[src/jcs_sqrt_pipe.sv]
// ----------------------------------------------------------------------------
// jcs_sqrt_pipe
// Pipelined integer square root, one root bit per register stage.
// ----------------------------------------------------------------------------
module jcs_sqrt_pipe #(
  parameter int unsigned IN_W   = 60,
  parameter int unsigned SIDE_W = 2
) (
  input  logic              clk_i,
  input  logic              rst_ni,
  input  logic              en_i,
  input  logic              vld_i,
  input  logic [IN_W-1:0]   rad_i,
  input  logic [SIDE_W-1:0] side_i,
  output logic              vld_o,
  output logic [IN_W/2-1:0] root_o,
  output logic [SIDE_W-1:0] side_o
);

  localparam int unsigned ROOT_W = IN_W / 2;
  localparam int unsigned REM_W  = ROOT_W + 2;

  logic              vld_q  [ROOT_W];
  logic [IN_W-1:0]   x_q    [ROOT_W];
  logic [ROOT_W-1:0] r_q    [ROOT_W];
  logic [REM_W-1:0]  rem_q  [ROOT_W];
  logic [SIDE_W-1:0] side_q [ROOT_W];

  for (genvar k = 0; k < ROOT_W; k++) begin : g_stage
    logic              vld_in;
    logic [IN_W-1:0]   x_in;
    logic [ROOT_W-1:0] r_in;
    logic [REM_W-1:0]  rem_in;
    logic [SIDE_W-1:0] side_in;
    logic [REM_W+1:0]  t;
    logic [REM_W+1:0]  trial;
    logic [ROOT_W-1:0] r_d;
    logic [REM_W-1:0]  rem_d;

    if (k == 0) begin : g_first
      assign vld_in  = vld_i;
      assign x_in    = rad_i;
      assign r_in    = '0;
      assign rem_in  = '0;
      assign side_in = side_i;
    end else begin : g_next
      assign vld_in  = vld_q[k-1];
      assign x_in    = x_q[k-1];
      assign r_in    = r_q[k-1];
      assign rem_in  = rem_q[k-1];
      assign side_in = side_q[k-1];
    end

    // Bring down the next bit pair and try the subtraction
    always_comb begin
      t     = {rem_in, x_in[IN_W-1 -: 2]};
      trial = (REM_W+2)'({r_in, 2'b01});
      if (t >= trial) begin
        rem_d = REM_W'(t - trial);
        r_d   = {r_in[ROOT_W-2:0], 1'b1};
      end else begin
        rem_d = REM_W'(t);
        r_d   = {r_in[ROOT_W-2:0], 1'b0};
      end
    end

    always_ff @(posedge clk_i or negedge rst_ni) begin
      if (!rst_ni) begin
        vld_q[k] <= 1'b0;
      end else if (en_i) begin
        vld_q[k] <= vld_in;
      end
    end

    always_ff @(posedge clk_i) begin
      if (en_i) begin
        x_q[k]    <= x_in << 2;
        r_q[k]    <= r_d;
        rem_q[k]  <= rem_d;
        side_q[k] <= side_in;
      end
    end
  end

  assign vld_o  = vld_q[ROOT_W-1];
  assign root_o = r_q[ROOT_W-1];
  assign side_o = side_q[ROOT_W-1];

endmodule

[config.mk]
export PLATFORM = sky130hd
export DESIGN_NAME = jcs_sqrt_pipe
export DESIGN_NICKNAME = d
export VERILOG_FILES = /design/src/jcs_sqrt_pipe.sv
export SDC_FILE = /design/constraint.sdc
export NUM_CORES = 2
export LEC_CHECK = 0
export BUFFER_PORTS_ARGS = -buffer_cell sky130_fd_sc_hd__buf_2
export CORE_ASPECT_RATIO = 0.8
export CORE_MARGIN = 2
export CORE_UTILIZATION = 30
export CTS_BUF_LIST = sky130_fd_sc_hd__clkbuf_2
export DETAILED_ROUTE_END_ITERATION = 10
export GPL_TIMING_DRIVEN = 0
export HOLD_SLACK_MARGIN = 0.03
export PLACE_DENSITY_LB_ADDON = 0.1
export SETUP_SLACK_MARGIN = 0.2
export SLEW_MARGIN = 5
export SYNTH_ARGS = -nofsm -noshare
export SYNTH_HDL_FRONTEND = slang
export SYNTH_SLANG_ARGS = --single-unit
export TNS_END_PERCENT = 10
[constraint.sdc]
create_clock -name clk_i -period 3.18 [get_ports clk_i]
set_input_delay 0.636 -clock clk_i [delete_from_list [all_inputs] [get_ports clk_i]]
set_output_delay 0.636 -clock clk_i [all_outputs]
set_load 0.03 [all_outputs]
# Word level (Yosys, flattened, before mapping)

Memory sizes are Yosys's and may differ from the RTL's.
Cells that the tools add are included.

Bits in writable memories: 3660
Word-level logic and storage cells: 156
Bits in registers: 30
Memories: 4
Input bits: 66

Memories:

| name   | words | bits a word | read ports | clocked after Yosys merged registers in | write ports | RTL line | source |
|---|---|---|---|---|---|---|---|
| x_q    | 30    | 58          | 29         | 0                                       | 30          | 24       | `logic [IN_W-1:0] x_q [ROOT_W];` |
| rem_q  | 30    | 32          | 29         | 0                                       | 30          | 26       | `logic [REM_W-1:0] rem_q [ROOT_W];` |
| r_q    | 30    | 30          | 30         | 0                                       | 30          | 25       | `logic [ROOT_W-1:0] r_q [ROOT_W];` |
| side_q | 30    | 2           | 30         | 0                                       | 30          | 27       | `logic [SIDE_W-1:0] side_q [ROOT_W];` |

Add/subtract/negate cells: 30
Mux-type cells: 62
Magnitude comparators: 30

Operators with widths:

| operator            | number |
|---|---|
| $ge 34x32->1        | 29 |
| $mux 32             | 30 |
| $sub 32x32->32      | 29 |
| $mux 1              | 32 |
| $sub 2x1->3 const B | 1 |
| $ge 2x1->1 const B  | 1 |

# Longest topological paths before layout

An unclocked memory read counts as a cell.

Depth in word-level cells: 3
Mapped depth: 14
Mapped depth without buffers: 12

# Worst setup path before layout

OpenSTA, ideal clock, no wires.

Kind: register -> register
From: mem rem_q[0][150] in the netlist's numbering
To: mem rem_q[0][185] in the netlist's numbering (data pin)
Data arrival time: 3.022 ns
Stages on the path, launching flop included: 12
Library setup time: 0.266 ns
Path slack: -0.108 ns
Clock period less this slack: 3.288 ns
Cell sequence: edfxtp_1 > or4_1 > or3_1 > or4_1 > or3_1 > or2_1 > buf_6 > nand3_4 > or4_1 > buf_4 > nor3_1 > xor2_1

RTL lines:

| item               | RTL line |
|---|---|
| start: declaration | 26 |

==> key figures <==
Pwr
  – Combinational Power Share: 0.227
  – Part of the power in registers: 0.508
  – Clock share of power: 0.265
  – Switching share of total power: 0.322
  – Psw: 25.8 mW
  – Max VDD drop: ~0.37 mV
  – LEAKAGE: a little under 50 nW
  – Pwr dens: 626 nW/um2
  – Int Power: approximately 54 mW

Cells and area
  – Finished Cell Area: 128000 um2
  – Area Overhead vs Synth: 20.9%
  – # fillers: 34400
  – Share of layout cells above drive strength 1: 0.213
  – Area occupied by multi-input gates: 37800 um2
  – Nets: 9950
  – Sequential cell area: 69100 um2

Worst setup path
  – Worst path top cell family by delay: simple AND/OR/NAND/NOR gates
  – Req. time, crit path: 4.92 ns
  – WP buf/inv: 1
  – CP max FO: 8
  – Nature of the critical path endpoint: flip-flop
  – CP max-delay cell: or4_4
  – Number of stages on the worst setup path: 10
  – Crit path DAT: 5.29 ns
  – Critical Path Max Stage Delay: 0.57 ns
  – Setup CP Type: flip-flop to flip-flop
  – Crit-path cells: or4_4 > nor4_4 > or4b_4 > or4_4 > a311oi_4 > nand4b_1 > nand3b_1 > buf_6 > nor4_4 > xor2_1
  – R2R depth: 10
  – CP Launch Type: flip-flop

Timing
  – Unrepaired setup endpoints after global routing: true
  – Final setup vio count: between 400 and 500
  – Post-layout minimum cycle time: 3.55 ns
  – Setup TNS: -72.91 ns
  – Final setup margin: -0.366 ns
  – Max Clk Rate: 0.282 GHz
  – Clock Skews: between 0.1 and 0.15 ns
  – Final Max Tran Viols: 0
  – Endpoints failing hold: 0
  – Rel. slew slack: 0.248
  – Fin crit share: 1.12
  – Slew @ Worst Pin: approximately 1.1 ns

Min path
  – Worst min-delay path class: flip-flop to flip-flop
  – Hold Path Depth: 0

Flow run
  – MaxCap Viol Count: 0

Drt
  – Via count: 68200
  – Via density: ~4.7
  – Avg WL per Cell: 17.8 um
  – Final WL: ~260 mm
  – Remaining DRCs: 0
  – Initial drt markers: a little over 5000
  – DRT antenna net count: 0
  – TritonRoute pass-1 iters: 6

Global route
  – Met1 usage: 0.215
  – Initial antenna violation count: 13
  – Tot GR Track Use: 0.139
  – Gr ovfl total: 0
  – Grt met3 use: 0.0379
  – First-pass GRT wire length: around 400 mm
  – GR Util met2: 0.184
  – Vias in the first global route: around 67000
  – Largest net degree at the start of global routing: roughly 170
  – GRT busiest layer: met1

Place
  – Final GP Congestion: between 0.8 and 0.9
  – Placed Area: approximately 110000 um2
  – Post-detail-place hpwl: 175 mm
  – Worst slack at placement: -2.04 ns
  – Port bufs: between 90 and 100

Clock tree
  – Reg clk slew, reported paths: 0.10 ns
  – CTS buffer count: 623
  – Root buffer cell: clkbuf_2
  – # clock sinks: 2307
  – CTS tree: yes
  – Clk buf depth: 4
  – Insertion delay to the later sink of the worst-skew pair: 2.01 ns
  – CTS H-tree lvls: 6

Run status
  – Status: complete, but fails checks
  – Failing checks: negative setup slack

Logic synthesis
  – Ys flop type: edfxtp_1
  – Yosys warns: 0
  – Asr flop ratio synth: 0.0130
  – Post-synth EDFFs: 2277
  – Flops & latches, synth: 2307
  – Mapped Area: 106000 um2
  – Mapped Cells: 8157
  – Total nets after synthesis: 8719
  – Synth cell types: 93
  – Syn_area_per_cell: 13.0 um2
  – Sequential fraction of the synthesis area: 0.651

Floorplanning
  – Die width: 669 um
  – Die extent in y: around 540 um
  – Starting Density: 0.301
  – Core Area: 353000 um2
  – Num ports: about 100
  – Die Area: 359000 um2
  – Rows: 195
-- power groups by stage --
stage	Combinational, mW	Sequential, mW	Clock (mW)
detailed placement	15.6	41.4	0
floorplan	11.3	40.2	0
finish	18.3	40.8	21.3
CTS	17.0	40.8	22.9
global route	20.2	41.2	24.4
global placement	13.4	42.2	0
-- final cells by class --
type,instances,share of cell area
Multi-Input combinational cell,5056,0.295
Timing Repair Buffer,607,0.0473
Tap cell,4728,0.0461
Clock buffer,872,0.0340
Sequential cell,2307,0.538
Clock inverter,174,0.00918
Buffer,160,0.0115
Inverter,633,0.0187
Antenna cell,5,0.0000975
-- worst paths after layout --
kind	startpoint	end	slack [ns]
max in group asynchronous	rst_ni	g_stage[15].vld_in	2.25
min in group asynchronous	rst_ni	vld_o	0.74
worst min-delay path	r_q[1][187]	r_q[1][218]	0.37
worst max-delay path	rem_q[0][115]	rem_q[0][142]	-0.37
worst max register to register	rem_q[0][115]	rem_q[0][142]	-0.37
worst min register to register	r_q[1][187]	r_q[1][218]	0.37
-- worst register-to-register path, cell delays in order, from the launching register on --
cell      delay, ns
edfxtp_1       0.43
or4_4          0.57
nor4_4         0.19
or4b_4         0.51
or4_4          0.47
a311oi_4       0.25
nand4b_1       0.27
nand3b_1       0.19
buf_6          0.19
nor4_4         0.05
xor2_1         0.19
-- per-stage QoR --
step	cells	util	hold slack (ns)	power (mW)
after CTS	14400	0.355	0.0316	80.7
after global placement	13000	0.320	0.400	55.6
after global routing	14500	0.364	0.233	85.8
after floorplan	8157	-	0.340	51.5
final	14500	0.364	0.370	80.3
after detailed placement	13000	0.321	0.405	57.0
-- repair_timing --
item,CTS,global route
pin swaps,124,110
gates resized for setup,722,588
gates cloned,12,10
hold buffers,245,2
endpoints found under the hold margin,1347,98
buffers inserted,110,115
setup endpoints to repair,890,1406
-- routing by layer --
layer | vias up | part of all wire
li1 | 33000 | -
met1 | 33100 | 0.51
met2 | 1650 | 0.40
met3 | 475 | 0.066
met4 | 16 | 0.021
met5 | - | 0.00043
-- synth_stat cells (30+ instances only) --
master | number | share of area
or4_1 | 54 | 0.0038
xnor2_1 | 344 | 0.028
mux2_2 | 57 | 0.0060
o21ai_0 | 483 | 0.023
ha_1 | 496 | 0.058
or3_1 | 87 | 0.0051
a21oi_1 | 440 | 0.021
edfxtp_1 | 2277 | 0.64
nand2b_1 | 104 | 0.0061
or2_2 | 43 | 0.0025
nor2b_1 | 76 | 0.0045
o21bai_1 | 45 | 0.0032
nand4_1 | 88 | 0.0052
nor4_1 | 114 | 0.0067
o31ai_1 | 65 | 0.0046
o21a_1 | 80 | 0.0057
and2_1 | 36 | 0.0021
nand2_1 | 618 | 0.022
nor3_1 | 223 | 0.011
inv_1 | 629 | 0.022
a21o_1 | 207 | 0.015
a31oi_1 | 45 | 0.0027
dfrtp_1 | 30 | 0.0071
a211oi_1 | 34 | 0.0024
nand3_1 | 112 | 0.0053
and3_1 | 33 | 0.0019
xor2_1 | 384 | 0.032
a21boi_0 | 31 | 0.0022
clkbuf_1 | 137 | 0.0048
nor2_1 | 436 | 0.015
-- placed cells by master (no fill, tap or decap), drive strengths merged, types with 245 or more instances in the layout --
cell type | synthesis | layout
inv | 631 | 644
o21ai | 489 | 489
clkbuf | 137 | 1006
a21oi | 440 | 440
ha | 496 | 496
nand2 | 618 | 618
xnor2 | 344 | 344
edfxtp | 2277 | 2277
buf | 24 | 388
xor2 | 384 | 384
nor2 | 436 | 436
dlygate4sd3 | 0 | 245
-- kinds of logic (layout without fill, tap and decap cells) --
| kind of cell | Yosys count | in the layout | share of synthesized area |
|---|---|---|---|
| adder cells (fa/ha/maj) | 496 | 496 | 0.0584 |
| XOR/XNOR | 728 | 728 | 0.0600 |
| other | 1 | 6 | 0.0000353 |
| buffers and inverters | 794 | 2446 | 0.0283 |
| multiplexers | 70 | 70 | 0.00729 |
| AO/OA/AOI/OAI | 1606 | 1606 | 0.0931 |
| flip-flops | 2307 | 2307 | 0.651 |
| AND/OR/NAND/NOR | 2155 | 2155 | 0.102 |
-- flip-flops by register name, summed over array words and instances (netlist names) --
name / count
side_q: 60
vld_o: 1
r_q: 465
rem_q: 882
g_stage.vld_in: 29
x_q: 870
Note: power is estimated with default switching activity, not from simulation.
